==> src/rtl/core/peq_pkg.sv <==
package peq_pkg;

  // Sizing
  localparam int QUEUE_DEPTH = 16;
  localparam int USER_QUEUES = 3;
  localparam int NUM_Q       = 4;
  localparam int HOST_Q      = 3;
  localparam int HOST_LEN_RST = 16;

  localparam int LEN_W     = 5;
  localparam int SLOT_W    = (QUEUE_DEPTH > 1) ? $clog2(QUEUE_DEPTH) : 1;
  localparam int MEM_DEPTH = NUM_Q * QUEUE_DEPTH;
  localparam int ADDR_W    = $clog2(MEM_DEPTH);
  localparam int Q_W       = 2;
  localparam int CFG_IDX_W = 2;
  localparam int WORD_W    = 32;
  localparam int FUNC_W    = 2;
  localparam int SEL_W     = 3;
  localparam int STATUS_W  = 3;

  // Function codes
  localparam logic [FUNC_W-1:0] FUNC_USER = 2'd0;
  localparam logic [FUNC_W-1:0] FUNC_HOST = 2'd1;
  localparam logic [FUNC_W-1:0] FUNC_SVC  = 2'd2;
  localparam logic [FUNC_W-1:0] FUNC_NONE = 2'd3;

  // Result status codes
  localparam logic [STATUS_W-1:0] ST_ACCEPT  = 3'd0;
  localparam logic [STATUS_W-1:0] ST_INVALID = 3'd1;
  localparam logic [STATUS_W-1:0] ST_NOINIT  = 3'd2;
  localparam logic [STATUS_W-1:0] ST_FULL    = 3'd3;
  localparam logic [STATUS_W-1:0] ST_EVENT   = 3'd4;
  localparam logic [STATUS_W-1:0] ST_EMPTY   = 3'd5;

  // Controller -> datapath
  typedef struct packed {
    logic load_item;
    logic dec;
    logic mod_post;
    logic mod_svc;
    logic mod_step;
    logic post_write;
    logic svc_load;
    logic mem_rd;
    logic out_event;
    logic out_result;
    logic out_empty;
    logic q_finish;
    logic cur_dec;
  } peq_cmd_t;

  // Datapath -> controller
  typedef struct packed {
    logic [FUNC_W-1:0] func;
    logic              post_ok;
    logic              mod_ge;
    logic              q_active;
    logic              remain_zero;
    logic              cur_zero;
    logic              any_evt;
    logic              out_free;
  } peq_stat_t;

  // Programmed length saturated to the physical depth
  function automatic logic [LEN_W-1:0] eff_len(input logic [LEN_W-1:0] l);
    return (l > LEN_W'(QUEUE_DEPTH)) ? LEN_W'(QUEUE_DEPTH) : l;
  endfunction

endpackage

==> src/rtl/core/peq_ctrl.sv <==
module peq_ctrl
  import peq_pkg::*;
(
  input  logic      clk_i,
  input  logic      rst_ni,
  input  logic      in_valid_i,
  output logic      in_ready_o,
  input  peq_stat_t stat_i,
  output peq_cmd_t  cmd_o
);

  localparam logic [3:0] S_IDLE  = 4'd0;
  localparam logic [3:0] S_DEC   = 4'd1;
  localparam logic [3:0] S_PMOD  = 4'd2;
  localparam logic [3:0] S_RES   = 4'd3;
  localparam logic [3:0] S_QSEL  = 4'd4;
  localparam logic [3:0] S_SMOD  = 4'd5;
  localparam logic [3:0] S_SRD   = 4'd6;
  localparam logic [3:0] S_SEM   = 4'd7;
  localparam logic [3:0] S_NEXT  = 4'd8;
  localparam logic [3:0] S_EMPTY = 4'd9;

  logic [3:0] state_q, state_d;

  assign in_ready_o = (state_q == S_IDLE);

  always_comb begin
    cmd_o   = '0;
    state_d = state_q;
    case (state_q)
      S_IDLE: begin
        if (in_valid_i) begin
          cmd_o.load_item = 1'b1;
          state_d = S_DEC;
        end
      end
      S_DEC: begin
        cmd_o.dec = 1'b1;
        case (stat_i.func)
          FUNC_SVC:  state_d = S_QSEL;
          FUNC_NONE: state_d = S_IDLE;
          default: begin
            if (stat_i.post_ok) begin
              cmd_o.mod_post = 1'b1;
              state_d = S_PMOD;
            end else begin
              state_d = S_RES;
            end
          end
        endcase
      end
      S_PMOD: begin
        if (stat_i.mod_ge) begin
          cmd_o.mod_step = 1'b1;
        end else begin
          cmd_o.post_write = 1'b1;
          state_d = S_RES;
        end
      end
      S_RES: begin
        if (stat_i.out_free) begin
          cmd_o.out_result = 1'b1;
          state_d = S_IDLE;
        end
      end
      S_QSEL: begin
        if (stat_i.q_active) begin
          cmd_o.mod_svc = 1'b1;
          state_d = S_SMOD;
        end else begin
          state_d = S_NEXT;
        end
      end
      S_SMOD: begin
        if (stat_i.mod_ge) begin
          cmd_o.mod_step = 1'b1;
        end else begin
          cmd_o.svc_load = 1'b1;
          state_d = S_SRD;
        end
      end
      S_SRD: begin
        if (stat_i.remain_zero) begin
          cmd_o.q_finish = 1'b1;
          state_d = S_NEXT;
        end else begin
          cmd_o.mem_rd = 1'b1;
          state_d = S_SEM;
        end
      end
      S_SEM: begin
        if (stat_i.out_free) begin
          cmd_o.out_event = 1'b1;
          state_d = S_SRD;
        end
      end
      S_NEXT: begin
        if (stat_i.cur_zero) begin
          state_d = stat_i.any_evt ? S_IDLE : S_EMPTY;
        end else begin
          cmd_o.cur_dec = 1'b1;
          state_d = S_QSEL;
        end
      end
      S_EMPTY: begin
        if (stat_i.out_free) begin
          cmd_o.out_empty = 1'b1;
          state_d = S_IDLE;
        end
      end
      default: state_d = S_IDLE;
    endcase
  end

  always_ff @(posedge clk_i or negedge rst_ni) begin
    if (!rst_ni) begin
      state_q <= S_IDLE;
    end else begin
      state_q <= state_d;
    end
  end

endmodule

==> src/rtl/core/peq_datapath.sv <==
module peq_datapath
  import peq_pkg::*;
(
  input  logic                 clk_i,
  input  logic                 rst_ni,
  input  logic [FUNC_W-1:0]    func_i,
  input  logic [SEL_W-1:0]     queue_sel_i,
  input  logic [WORD_W-1:0]    sig_i,
  input  logic [WORD_W-1:0]    par_i,
  input  logic                 cfg_valid_i,
  input  logic [CFG_IDX_W-1:0] cfg_index_i,
  input  logic [LEN_W-1:0]     cfg_data_i,
  input  logic                 out_ready_i,
  output logic                 out_valid_o,
  output logic [STATUS_W-1:0]  status_o,
  output logic [Q_W-1:0]       event_prio_o,
  output logic [WORD_W-1:0]    event_sig_o,
  output logic [WORD_W-1:0]    event_par_o,
  output logic                 last_o,
  input  peq_cmd_t             cmd_i,
  output peq_stat_t            stat_o
);

  // Config and per-queue ring state
  logic [LEN_W-1:0]  len_q  [NUM_Q];
  logic [SLOT_W-1:0] rptr_q [NUM_Q];
  logic [LEN_W-1:0]  cnt_q  [NUM_Q];

  // Captured item
  logic [FUNC_W-1:0] func_q;
  logic [SEL_W-1:0]  sel_q;
  logic [WORD_W-1:0] sig_q;
  logic [WORD_W-1:0] par_q;

  // Working registers
  logic [Q_W-1:0]      cur_q;
  logic [LEN_W-1:0]    mod_q;
  logic [SLOT_W-1:0]   rd_q;
  logic [LEN_W-1:0]    remain_q;
  logic                any_q;
  logic [STATUS_W-1:0] code_q;

  // Event store
  logic [2*WORD_W-1:0] store_q [MEM_DEPTH];
  logic [2*WORD_W-1:0] rdata_q;

  // Output register
  logic                out_valid_q;
  logic [STATUS_W-1:0] out_status_q;
  logic [Q_W-1:0]      out_prio_q;
  logic [WORD_W-1:0]   out_sig_q;
  logic [WORD_W-1:0]   out_par_q;
  logic                out_last_q;

  logic                is_host;
  logic [Q_W-1:0]      post_q;
  logic [LEN_W-1:0]    post_len;
  logic [STATUS_W-1:0] post_code;
  logic [LEN_W-1:0]    cur_len;
  logic                lower_pending;
  logic                out_free;
  logic [LEN_W-1:0]    rd_inc;
  logic [ADDR_W-1:0]   cur_addr_wr;
  logic [ADDR_W-1:0]   cur_addr_rd;

  function automatic logic [ADDR_W-1:0] slot_addr(input logic [Q_W-1:0] q,
                                                  input logic [SLOT_W-1:0] s);
    return ADDR_W'(ADDR_W'(q) * ADDR_W'(QUEUE_DEPTH)) + ADDR_W'(s);
  endfunction

  // Post checks on the captured item
  always_comb begin
    is_host  = (func_q == FUNC_HOST);
    post_q   = is_host ? Q_W'(HOST_Q) : sel_q[Q_W-1:0];
    post_len = eff_len(len_q[post_q]);
    if (!is_host && (sel_q >= SEL_W'(USER_QUEUES))) begin
      post_code = ST_INVALID;
    end else if (!is_host && (post_len == '0)) begin
      post_code = ST_NOINIT;
    end else if (cnt_q[post_q] >= post_len) begin
      post_code = ST_FULL;
    end else begin
      post_code = ST_ACCEPT;
    end
  end

  assign cur_len  = eff_len(len_q[cur_q]);
  assign out_free = !out_valid_q || out_ready_i;
  assign rd_inc   = LEN_W'(rd_q) + LEN_W'(1);
  assign cur_addr_wr = slot_addr(cur_q, mod_q[SLOT_W-1:0]);
  assign cur_addr_rd = slot_addr(cur_q, rd_q);

  // Events still waiting in queues below the one being drained
  always_comb begin
    lower_pending = 1'b0;
    for (int j = 0; j < NUM_Q; j++) begin
      if ((Q_W'(j) < cur_q) && ((j == HOST_Q) || (j < USER_QUEUES)) &&
          (eff_len(len_q[j]) != '0) && (cnt_q[j] != '0)) begin
        lower_pending = 1'b1;
      end
    end
  end

  always_comb begin
    stat_o.func        = func_q;
    stat_o.post_ok     = (post_code == ST_ACCEPT);
    stat_o.mod_ge      = (mod_q >= cur_len);
    stat_o.q_active    = ((cur_q == Q_W'(HOST_Q)) || (cur_q < Q_W'(USER_QUEUES))) &&
                         (cur_len != '0);
    stat_o.remain_zero = (remain_q == '0);
    stat_o.cur_zero    = (cur_q == '0);
    stat_o.any_evt     = any_q;
    stat_o.out_free    = out_free;
  end

  // Lengths, pointers, counts
  always_ff @(posedge clk_i or negedge rst_ni) begin
    if (!rst_ni) begin
      for (int j = 0; j < NUM_Q; j++) begin
        len_q[j]  <= (j == HOST_Q) ? LEN_W'(HOST_LEN_RST) : '0;
        rptr_q[j] <= '0;
        cnt_q[j]  <= '0;
      end
    end else begin
      if (cfg_valid_i) begin
        len_q[cfg_index_i] <= cfg_data_i;
      end
      if (cmd_i.post_write) begin
        cnt_q[cur_q] <= cnt_q[cur_q] + LEN_W'(1);
      end
      if (cmd_i.q_finish) begin
        rptr_q[cur_q] <= rd_q;
        cnt_q[cur_q]  <= '0;
      end
    end
  end

  // Sequencing registers
  always_ff @(posedge clk_i or negedge rst_ni) begin
    if (!rst_ni) begin
      cur_q    <= '0;
      mod_q    <= '0;
      rd_q     <= '0;
      remain_q <= '0;
      any_q    <= 1'b0;
      code_q   <= ST_ACCEPT;
    end else begin
      if (cmd_i.dec) begin
        code_q <= post_code;
        any_q  <= 1'b0;
        cur_q  <= (func_q == FUNC_SVC) ? Q_W'(HOST_Q) : post_q;
      end
      if (cmd_i.cur_dec) begin
        cur_q <= cur_q - Q_W'(1);
      end
      // Modulo by the queue length: repeated subtract
      if (cmd_i.mod_post) begin
        mod_q <= LEN_W'(rptr_q[post_q]) + cnt_q[post_q];
      end
      if (cmd_i.mod_svc) begin
        mod_q <= LEN_W'(rptr_q[cur_q]);
      end
      if (cmd_i.mod_step) begin
        mod_q <= mod_q - cur_len;
      end
      if (cmd_i.svc_load) begin
        rd_q     <= mod_q[SLOT_W-1:0];
        remain_q <= cnt_q[cur_q];
      end
      if (cmd_i.out_event) begin
        rd_q     <= (rd_inc == cur_len) ? '0 : rd_inc[SLOT_W-1:0];
        remain_q <= remain_q - LEN_W'(1);
        any_q    <= 1'b1;
      end
    end
  end

  // Item capture
  always_ff @(posedge clk_i) begin
    if (cmd_i.load_item) begin
      func_q <= func_i;
      sel_q  <= queue_sel_i;
      sig_q  <= sig_i;
      par_q  <= par_i;
    end
  end

  // Event store, registered read
  always_ff @(posedge clk_i) begin
    if (cmd_i.post_write) begin
      store_q[cur_addr_wr] <= {sig_q, par_q};
    end
    if (cmd_i.mem_rd) begin
      rdata_q <= store_q[cur_addr_rd];
    end
  end

  // Output register
  always_ff @(posedge clk_i or negedge rst_ni) begin
    if (!rst_ni) begin
      out_valid_q <= 1'b0;
    end else if (cmd_i.out_event || cmd_i.out_result || cmd_i.out_empty) begin
      out_valid_q <= 1'b1;
    end else if (out_ready_i) begin
      out_valid_q <= 1'b0;
    end
  end

  always_ff @(posedge clk_i) begin
    if (cmd_i.out_event) begin
      out_status_q <= ST_EVENT;
      out_prio_q   <= cur_q;
      out_sig_q    <= rdata_q[2*WORD_W-1:WORD_W];
      out_par_q    <= rdata_q[WORD_W-1:0];
      out_last_q   <= (remain_q == LEN_W'(1)) && !lower_pending;
    end else if (cmd_i.out_result || cmd_i.out_empty) begin
      out_status_q <= cmd_i.out_empty ? ST_EMPTY : code_q;
      out_prio_q   <= '0;
      out_sig_q    <= '0;
      out_par_q    <= '0;
      out_last_q   <= 1'b1;
    end
  end

  assign out_valid_o  = out_valid_q;
  assign status_o     = out_status_q;
  assign event_prio_o = out_prio_q;
  assign event_sig_o  = out_sig_q;
  assign event_par_o  = out_par_q;
  assign last_o       = out_last_q;

  // A store write always lands inside the ring
  a_write_in_ring: assert property (@(posedge clk_i) disable iff (!rst_ni)
    cmd_i.post_write |-> (mod_q < cur_len) && (cnt_q[cur_q] < cur_len))
    else $error("post write outside ring");

  // An event is only emitted while the drain still has events counted
  a_event_counted: assert property (@(posedge clk_i) disable iff (!rst_ni)
    cmd_i.out_event |-> (remain_q != '0) && out_free)
    else $error("event emitted with nothing counted");

  // A drained queue is left empty
  a_finish_clears: assert property (@(posedge clk_i) disable iff (!rst_ni)
    cmd_i.q_finish |=> (cnt_q[$past(cur_q)] == '0))
    else $error("drained queue count not cleared");

endmodule

==> src/rtl/core/priority_event_queues_top.sv <==
// Priority event queues: three user ring-buffer queues (priority 0..2) and
// one host queue at the top priority (reported as priority 3).
// Channels:
//   in  : valid/ready transfer of func, queue_sel, sig, par. func 0 posts to a
//         user queue, 1 posts to the host queue, 2 services all queues,
//         3 is ignored and gives no result.
//   out : valid/ready transfer of status, event_prio, event_sig, event_par,
//         last. A post gives one result; a service gives one result per
//         stored event (host queue first, then priority 2 down to 0, FIFO
//         within a queue) or a single "nothing pending" result; last marks
//         the final one.
//   cfg : valid/ready register write, index 0..2 user lengths, 3 host length.
//         Always ready; write only while the block is idle.
// Sequence: an item is taken only in the idle state. An accepted post is
// decoded, steps the slot modulo by repeated length subtraction, writes the
// store and loads its result; a rejected post loads it after decode. A
// service decodes, then walks the queues: a skipped queue is passed over, an
// initialized queue runs the read pointer modulo and then, per event, a
// registered store read and an output load; a "nothing pending" result
// follows when no event was found. The next item is taken once the
// sequencer is idle again. The output register lets the next item be taken
// while a result waits; a stalled receiver holds the sequencer in its emit
// state, nothing is dropped. Reset: pointers and counts clear, user lengths go
// to 0, host length to 16; the event store itself is not cleared.
module priority_event_queues_top
  import peq_pkg::*;
(
  input  logic                 clk_i,
  input  logic                 rst_ni,
  // item in
  input  logic                 in_valid_i,
  output logic                 in_ready_o,
  input  logic [FUNC_W-1:0]    func_i,
  input  logic [SEL_W-1:0]     queue_sel_i,
  input  logic [WORD_W-1:0]    sig_i,
  input  logic [WORD_W-1:0]    par_i,
  // result out
  output logic                 out_valid_o,
  input  logic                 out_ready_i,
  output logic [STATUS_W-1:0]  status_o,
  output logic [Q_W-1:0]       event_prio_o,
  output logic [WORD_W-1:0]    event_sig_o,
  output logic [WORD_W-1:0]    event_par_o,
  output logic                 last_o,
  // config write
  input  logic                 cfg_valid_i,
  output logic                 cfg_ready_o,
  input  logic [CFG_IDX_W-1:0] cfg_index_i,
  input  logic [LEN_W-1:0]     cfg_data_i
);

  peq_cmd_t  cmd;
  peq_stat_t stat;

  // Length registers take a write in any cycle
  assign cfg_ready_o = 1'b1;

  // Sequencer: post, modulo, drain walk, output handoff
  peq_ctrl u_ctrl (
    .clk_i      (clk_i),
    .rst_ni     (rst_ni),
    .in_valid_i (in_valid_i),
    .in_ready_o (in_ready_o),
    .stat_i     (stat),
    .cmd_o      (cmd)
  );

  // Rings, event store, modulo unit and output register
  peq_datapath u_datapath (
    .clk_i        (clk_i),
    .rst_ni       (rst_ni),
    .func_i       (func_i),
    .queue_sel_i  (queue_sel_i),
    .sig_i        (sig_i),
    .par_i        (par_i),
    .cfg_valid_i  (cfg_valid_i),
    .cfg_index_i  (cfg_index_i),
    .cfg_data_i   (cfg_data_i),
    .out_ready_i  (out_ready_i),
    .out_valid_o  (out_valid_o),
    .status_o     (status_o),
    .event_prio_o (event_prio_o),
    .event_sig_o  (event_sig_o),
    .event_par_o  (event_par_o),
    .last_o       (last_o),
    .cmd_i        (cmd),
    .stat_o       (stat)
  );

endmodule
==> config.mk <==
export PLATFORM = sky130hd
export DESIGN_NAME = priority_event_queues_top
export DESIGN_NICKNAME = d
export VERILOG_FILES = /design/src/rtl/core/peq_pkg.sv /design/src/rtl/core/peq_ctrl.sv /design/src/rtl/core/peq_datapath.sv /design/src/rtl/core/priority_event_queues_top.sv
export SDC_FILE = /design/constraint.sdc
export NUM_CORES = 2
export LEC_CHECK = 0
export CAP_MARGIN = 10
export CORE_MARGIN = 4
export CORE_UTILIZATION = 60
export DETAILED_ROUTE_END_ITERATION = 8
export DONT_BUFFER_PORTS = 1
export PLACE_DENSITY = 0.83
export RECOVER_POWER = 50
export SYNTH_ARGS = -nofsm -noshare
export SYNTH_HDL_FRONTEND = slang
export SYNTH_SLANG_ARGS = --single-unit
==> constraint.sdc <==
create_clock -name clk_i -period 8.05 [get_ports clk_i]
set_input_delay 2.0125 -clock clk_i [delete_from_list [all_inputs] [get_ports clk_i]]
set_output_delay 2.0125 -clock clk_i [all_outputs]
set_load 0.01 [all_outputs]
# Word-level counts from Yosys, hierarchy flattened
# Memories as Yosys holds them, arrays and structs flattened. A register that Yosys moved wholly into a read port is not among the register bits.
# Cells that the tools add are included.
[classes] n_addsub=8 n_lt_le_gt_ge=19 n_eq_ne=20 n_mux=102 bitwise=5 n_reduce_logical=46
[op_table] cell="$mux W5" count=21
[op_table] cell="$mux W32" count=3
[op_table] cell="$mux W4" count=17
[op_table] cell="$reduce_bool A5 Y1" count=9
[op_table] cell="$bmux W5 S2" count=4
[op_table] cell="$bwmux W20" count=2
[op_table] cell="$mux W20" count=2
[op_table] cell="$pmux W4 S9" count=1
[op_table] cell="$mux W1" count=34
[op_table] cell="$gt A5 B5 Y1 const B" count=6
[op_table] cell="$and A20 B20 Y20" count=1
[op_table] cell="$demux W5 S2" count=2
[op_table] cell="$mux W2" count=10
[op_table] cell="$not A20 Y20" count=1
[op_table] cell="$bmux W4 S2" count=2
[op_table] cell="$bwmux W16" count=1
[op_table] cell="$eq A4 B3 Y1 const B" count=4
[op_table] cell="$logic_and A1 B1 Y1" count=14
[op_table] cell="$add A6 B4 Y6" count=2
[op_table] cell="$ge A5 B5 Y1" count=2
[op_table] cell="$logic_not A5 Y1" count=2
[op_table] cell="$reduce_bool A2 Y1" count=5
[op_table] cell="$ge A3 B3 Y1 const B" count=3
[op_table] cell="$not A2 Y3" count=3
[op_table] cell="31 further kinds" count=49
[totals] ff_bits=220 ram_bits=4096 in_bits=81 out_inout_bits=73 elab_cells=230 memories=1
[memory_table] name="u_datapath.store_q" depth=64 word_bits=64 rd=1 rd_clocked_by_memory_dff=1 wr=1 line="peq_datapath.sv:44" text="logic [2*WORD_W-1:0] store_q [MEM_DEPTH];"

# Logic depth before layout (Yosys ltp)
[logic_depth] depth_word=19 ltp_mapped=15 ltp_nobuf=14

# Modules after synthesis
# Synthesis repeated with hierarchy kept, for this count alone.
[unflattened] hier_cells=7417 area_unflattened_um2=166382.1
[by_module_without_submodules] module="peq_datapath" instances=1 cells_each=7342 area_each_um2=165812.8 seq_area_each_um2=130966.9
[by_module_without_submodules] module="peq_ctrl" instances=1 cells_each=73 area_each_um2=558.0 seq_area_each_um2=100.1
[by_module_without_submodules] module="priority_event_queues_top" instances=1 cells_each=2 area_each_um2=11.3 seq_area_each_um2=0.0

# Worst setup path after synthesis
# No wires, ideal clock.
[synth_timing] kind="register to register" startpoint="register u_datapath.cur_q[0]" endpoint="memory u_datapath.store_q[11][0] (netlist bit), enable pin" setup_time_ns=0.487 arrival_ns=5.734 required_ns=7.563 path_slack_ns=1.830 stages_incl_launch_ff=11 n_path_buf=2 period_less_slack_ns=6.220 cell_sequence="dfrtp_1 buf_2 mux4_2 nor2b_1 ha_1 a41o_1 a21o_1 nor3_1 clkbuf_1 nand4b_1 nor2_1"
[synth_between] elab_chain_cells=11 word_cells_on_any_way=12 classes_between="add/sub: 1; order compare: 2; mux: 8; bitwise: 1"
[synth_rtl] element="from (decl)" line="peq_datapath.sv:36" text="logic [Q_W-1:0] cur_q;"
[synth_rtl] element="from (signal assigned)" line="peq_datapath.sv:151" text="cur_q <= (func_q == FUNC_SVC) ? Q_W'(HOST_Q) : post_q;"
[synth_rtl] element="from (signal assigned)" line="peq_datapath.sv:154" text="cur_q <= cur_q - Q_W'(1);"
[synth_rtl] element="$not A2 Y3 (implied by the code)" line="peq_datapath.sv:87" text="assign cur_len = eff_len(len_q[cur_q]);"
[synth_rtl] element="$bmux W5 S2" line="peq_datapath.sv:87"
[synth_rtl] element="$mux W5 (implied by the code) (2 in series)" line="peq_datapath.sv:87"
[synth_rtl] element="$gt A5 B5 Y1" line="peq_pkg.sv:66" text="return (l > LEN_W'(QUEUE_DEPTH)) ? LEN_W'(QUEUE_DEPTH) : l;"
[synth_rtl] element="$mux W5" line="peq_pkg.sv:66"
[synth_rtl] element="$ge A5 B5 Y1" line="peq_datapath.sv:107" text="stat_o.mod_ge = (mod_q >= cur_len);"
[synth_rtl] element="$mux W1" line="peq_ctrl.sv:53" text="if (stat_i.mod_ge) begin"
[synth_rtl] element="$mux W1" line="peq_ctrl.sv:30" text="case (state_q)"
[synth_rtl] element="$mux W1" line="peq_datapath.sv:190" text="if (cmd_i.post_write) begin"
[synth_rtl] element="$mux W1 (implied by the code)" line="peq_datapath.sv:191" text="store_q[cur_addr_wr] <= {sig_q, par_q};"
[synth_rtl] element="to (decl)" line="peq_datapath.sv:44"
# Parallel ways exist; a longest one is shown, timed or not. The select of a mux whose other input is x is not followed.

# Worst setup path after layout
[layout_timing] startpoint="register u_datapath.cur_q[1]" endpoint="memory u_datapath.store_q[21][42] (netlist bit), enable pin"
# Same word-level chain as after synthesis.

==> reports/summary.txt <==
outcome: finished with violations
violations in the final reports: antenna rules, capacitance limit, slew limit
main flop type after synthesis: sky130_fd_sc_hd__edfxtp_1
clock tree from TritonCTS: done
Worst Setup Start Kind: flop
number of port buffers: 0
total power of the final layout: 66.46 mW
starting density of the core: 60.35%
boundary pin count: 154
root buffer selected by CTS: sky130_fd_sc_hd__clkbuf_16
number of distinct standard cells referenced by the synthesized netlist: 66
largest net degree at the start of global routing: 150
Area Growth Syn to Fin: 11.73%
total non-filler cell area in the finished layout: 186600 um2
worst hold endpoint: u_datapath.event_sig_o[9]
die width: 535.6 um
Mean Syn Cell Area: 24.04 um2
Crit Reg-Reg Startpoint: u_datapath.cur_q[1]
setup violation total in the final timing report: 0
final worst-path cycle share: 93.87%
FMAX: 132.3 MHz
Mapped Nets: 7053
total power per unit cell area: 356.2 nW/um2
final period demand of the worst path: 7.556 ns
Fin Hold WS: 0.5161 ns
FF-to-FF setup slack: 0.49 ns
Worst Min Path Start: u_datapath.rdata_q[41]
cts hold-fix bufs: 0
number of antenna violations at the first check in global routing: 87
setup repair after global routing missed its margin: no
Core ar.: 276700 um2
routed vias: 87.19k
category of the most critical setup path: reg2reg
clock network latency to the later pin of the worst-skew pair: 1.02 ns
critical path endpoint category: flop
number of CTS-inserted buffers: 417
chip height: 535.6 um
share of flip-flops with an asynchronous set or reset: 1.827%
number of cells in the finished layout apart from fillers: 11.32k
Max transition margin: -221.8%
post-CTS clock slew at the launch and capture registers of the worst setup and hold paths: 0.06 ns
detailed-route vias per instance: 7.699
Placed Instance Area: 173200 um2
number of nets in the finished design: 7338
instance count along the most critical hold path: 1
maximum fanout along the worst path: 35
cell area after synthesis: 167000 um2
iteration count of the initial detailed-routing pass: 8
total of warnings raised by yosys: 0
number of buffers inserted by post-CTS setup repair: 0
slew at the pin closest to its max-slew limit: 4.828 ns
reported max-cap violation count: 70
worst r2r path cells: 6
Final GP Congestion: 0.8937
count of endpoints failing hold in the final timing report: 0
Worst Clk Skew: 0.08111 ns
GR Util met2: 56.43%
class of the worst hold path: reg2reg
Detailed Place HPWL: 253500 um
largest buffer count on any clock path: 4
wire length of the first global-routing pass: 709700 um
arrival time reported for the critical path endpoint: 8.12 ns
overflow left after global routing: 0
placed insts: 10.52k
FF-to-FF End: u_datapath.store_q[21][42]
post-synthesis cell count: 6948
post-cts sizing count: 0
layer carrying the most global-route usage: met2
part of the Yosys area used for sequential elements: 78.48%
maximum resistive drop on vdd: 0.3189 mV
depth of the CTS H-tree: 5
GRT Total Usage: 36.04%
Core Rows: 193
post-DR wirelength/cell: 45.42 um
Fin Setup TNS: 0 ns
number of max-slew violations in the final report: 4360
Final ANT Viol Nets: 1
via count of the first global-routing pass: 85.46k
Die Outline Area: 286900 um2
leakage power: 57.64 nW
FF+latch count, synth: 4379
met1 Usage GRT: 46.73%
number of flops mapped to enable cells by yosys: 4296
number of DRC markers in iteration 0: 18.68k
detailed-route DRC error count: 0
met3 demand-to-capacity share in global routing: 11.55%
clock sink total: 4379
layout cells sized above 1: 27.89%
CP required: 8.61 ns
fill cell total of the finished layout: 15.40k
wire length after detailed routing: 514300 um
## per-layer routing
metal / vias up / share of wire [%]
li1: 30590 / -
met1: 44830 / 31
met2: 9802 / 48
met3: 1898 / 15
met4: 72 / 6.2
met5: - / 0.087
## metrics by stage
| stage | utilization, % | worst slack (ns) |
|---|---|---|
| after floorplan | - | 1.830 |
| after global placement | 62.57 | 2.303 |
| after detailed placement | 62.57 | 2.326 |
| after CTS | 67.49 | 2.172 |
| after global routing | 67.40 | 0.9091 |
| final | 67.43 | 0.4937 |
## final cells by class
class | count | area, um2 | area share [%]
multi-input combinational | 2164 | 34690 | 18.59
clock inverter | 259 | 2759 | 1.479
antenna | 36 | 90.09 | 0.04828
sequential | 4379 | 131100 | 70.25
clock buffer | 510 | 10870 | 5.825
timing repair buffer | 239 | 2327 | 1.247
tap | 3705 | 4636 | 2.484
inverter | 32 | 135.1 | 0.07242
## cell usage in the layout, fill, tap and decap left out, types with 28 or more instances in the layout
| master | synthesis | final |
|---|---|---|
| sky130_fd_sc_hd__a21oi_1 | 91 | 91 |
| sky130_fd_sc_hd__and2_0 | 0 | 29 |
| sky130_fd_sc_hd__and2_1 | 68 | 39 |
| sky130_fd_sc_hd__buf_12 | 0 | 63 |
| sky130_fd_sc_hd__buf_4 | 19 | 108 |
| sky130_fd_sc_hd__bufinv_16 | 0 | 40 |
| sky130_fd_sc_hd__clkbuf_1 | 227 | 157 |
| sky130_fd_sc_hd__clkbuf_16 | 0 | 421 |
| sky130_fd_sc_hd__clkinv_1 | 0 | 88 |
| sky130_fd_sc_hd__clkinv_2 | 0 | 76 |
| sky130_fd_sc_hd__dfrtp_1 | 79 | 73 |
| sky130_fd_sc_hd__diode_2 | 0 | 36 |
| sky130_fd_sc_hd__edfxtp_1 | 4296 | 4296 |
| sky130_fd_sc_hd__inv_1 | 29 | 28 |
| sky130_fd_sc_hd__mux2_2 | 38 | 38 |
| sky130_fd_sc_hd__mux2i_1 | 152 | 152 |
| sky130_fd_sc_hd__mux4_2 | 1229 | 1229 |
| sky130_fd_sc_hd__nand2_1 | 58 | 57 |
| sky130_fd_sc_hd__nor2_1 | 100 | 36 |
| sky130_fd_sc_hd__nor2_4 | 0 | 64 |
| sky130_fd_sc_hd__o21ai_0 | 80 | 80 |
| sky130_fd_sc_hd__o221ai_1 | 71 | 71 |
| sky130_fd_sc_hd__o22ai_1 | 78 | 78 |
## power breakdown
group / internal (mW) / leakage, nW / switching, mW
Combinational: 7.31 / 11.4 / 11.7
Clock: 11.0 / 6.60 / 9.13
Sequential: 26.7 / 39.7 / 0.671
Total: 45.0 / 57.6 / 21.5
## worst max-delay path by stage
| stage | from | to | slack, ns | cells past startpoint |
|---|---|---|---|---|
| 2_1_floorplan | u_datapath.cur_q[0] | u_datapath.store_q[11][0] | 1.83 | 10 |
| 3_3_place_gp | u_datapath.cur_q[0] | u_datapath.store_q[44][17] | 2.30 | 13 |
| 3_5_place_dp | u_datapath.cur_q[0] | u_datapath.store_q[44][11] | 2.33 | 12 |
| 4_1_cts | u_datapath.cur_q[0] | u_datapath.store_q[44][42] | 2.17 | 12 |
| 5_1_grt | u_datapath.cur_q[1] | u_datapath.store_q[21][42] | 0.91 | 6 |
| 6_report | u_datapath.cur_q[1] | u_datapath.store_q[21][42] | 0.49 | 6 |
## registers in the layout (all words and copies together), names as in the netlist, 4 cells and up, named ones only
name and flops:
u_datapath.sig_q 32, u_datapath.event_par_o 32, u_datapath.remain_q 5, u_datapath.event_sig_o 32
u_datapath.par_q 32, u_datapath.rd_q 4, u_datapath.len_q 20, u_datapath.rptr_q 16
u_ctrl.state_q 4, u_datapath.rdata_q 64, u_datapath.mod_q 5, u_datapath.store_q 4096
u_datapath.cnt_q 11
## worst max-delay path, cell delays in order (launching register included)
cell and delay (ns):
sky130_fd_sc_hd__dfrtp_4 0.67, sky130_fd_sc_hd__clkinv_2 0.08, sky130_fd_sc_hd__clkbuf_1 3.34, sky130_fd_sc_hd__ha_1 1.03, sky130_fd_sc_hd__nand2b_1 0.76, sky130_fd_sc_hd__nor2_4 0.35, sky130_fd_sc_hd__buf_4 0.67
## synth_stat cells, types with 7 or more instances
cell	count	area [um2]
sky130_fd_sc_hd__inv_1	29	108.9
sky130_fd_sc_hd__nor3_1	15	75.07
sky130_fd_sc_hd__mux4_2	1229	27680
sky130_fd_sc_hd__nand2b_1	16	100.1
sky130_fd_sc_hd__dfrtp_1	79	1977
sky130_fd_sc_hd__buf_4	19	142.6
sky130_fd_sc_hd__nor4_1	9	56.30
sky130_fd_sc_hd__o221ai_1	71	621.9
sky130_fd_sc_hd__a21oi_1	91	455.4
sky130_fd_sc_hd__buf_2	95	475.5
sky130_fd_sc_hd__nand2_1	58	217.7
sky130_fd_sc_hd__clkbuf_1	227	852.1
sky130_fd_sc_hd__a22o_1	15	131.4
sky130_fd_sc_hd__edfxtp_1	4296	129000
sky130_fd_sc_hd__nor2_1	100	375.4
sky130_fd_sc_hd__o21ai_0	80	400.4
sky130_fd_sc_hd__xnor2_1	10	87.58
sky130_fd_sc_hd__ha_1	22	275.3
sky130_fd_sc_hd__and2_1	68	425.4
sky130_fd_sc_hd__buf_1	26	97.59
sky130_fd_sc_hd__mux2i_1	152	1521
sky130_fd_sc_hd__o22ai_1	78	488.0
sky130_fd_sc_hd__nand3_1	13	65.06
sky130_fd_sc_hd__a31oi_1	7	43.79
sky130_fd_sc_hd__mux2_2	38	427.9
sky130_fd_sc_hd__nor2b_1	11	68.82
## logic make-up (layout without fill, tap and decap cells)
| family | Yosys count | in the layout | share of synthesized area, % |
|---|---|---|---|
| multiplexers | 1419 | 1419 | 17.74 |
| AO/OA/AOI/OAI | 389 | 389 | 1.522 |
| adder cells (fa/ha/maj) | 24 | 24 | 0.1888 |
| XOR/XNOR | 14 | 14 | 0.07341 |
| AND/OR/NAND/NOR | 317 | 317 | 0.9454 |
| flip-flops | 4379 | 4379 | 78.48 |
| other | 1 | 37 | 0.002245 |
| buffers and inverters | 405 | 1040 | 1.051 |
(Power assumes the default switching activity.)
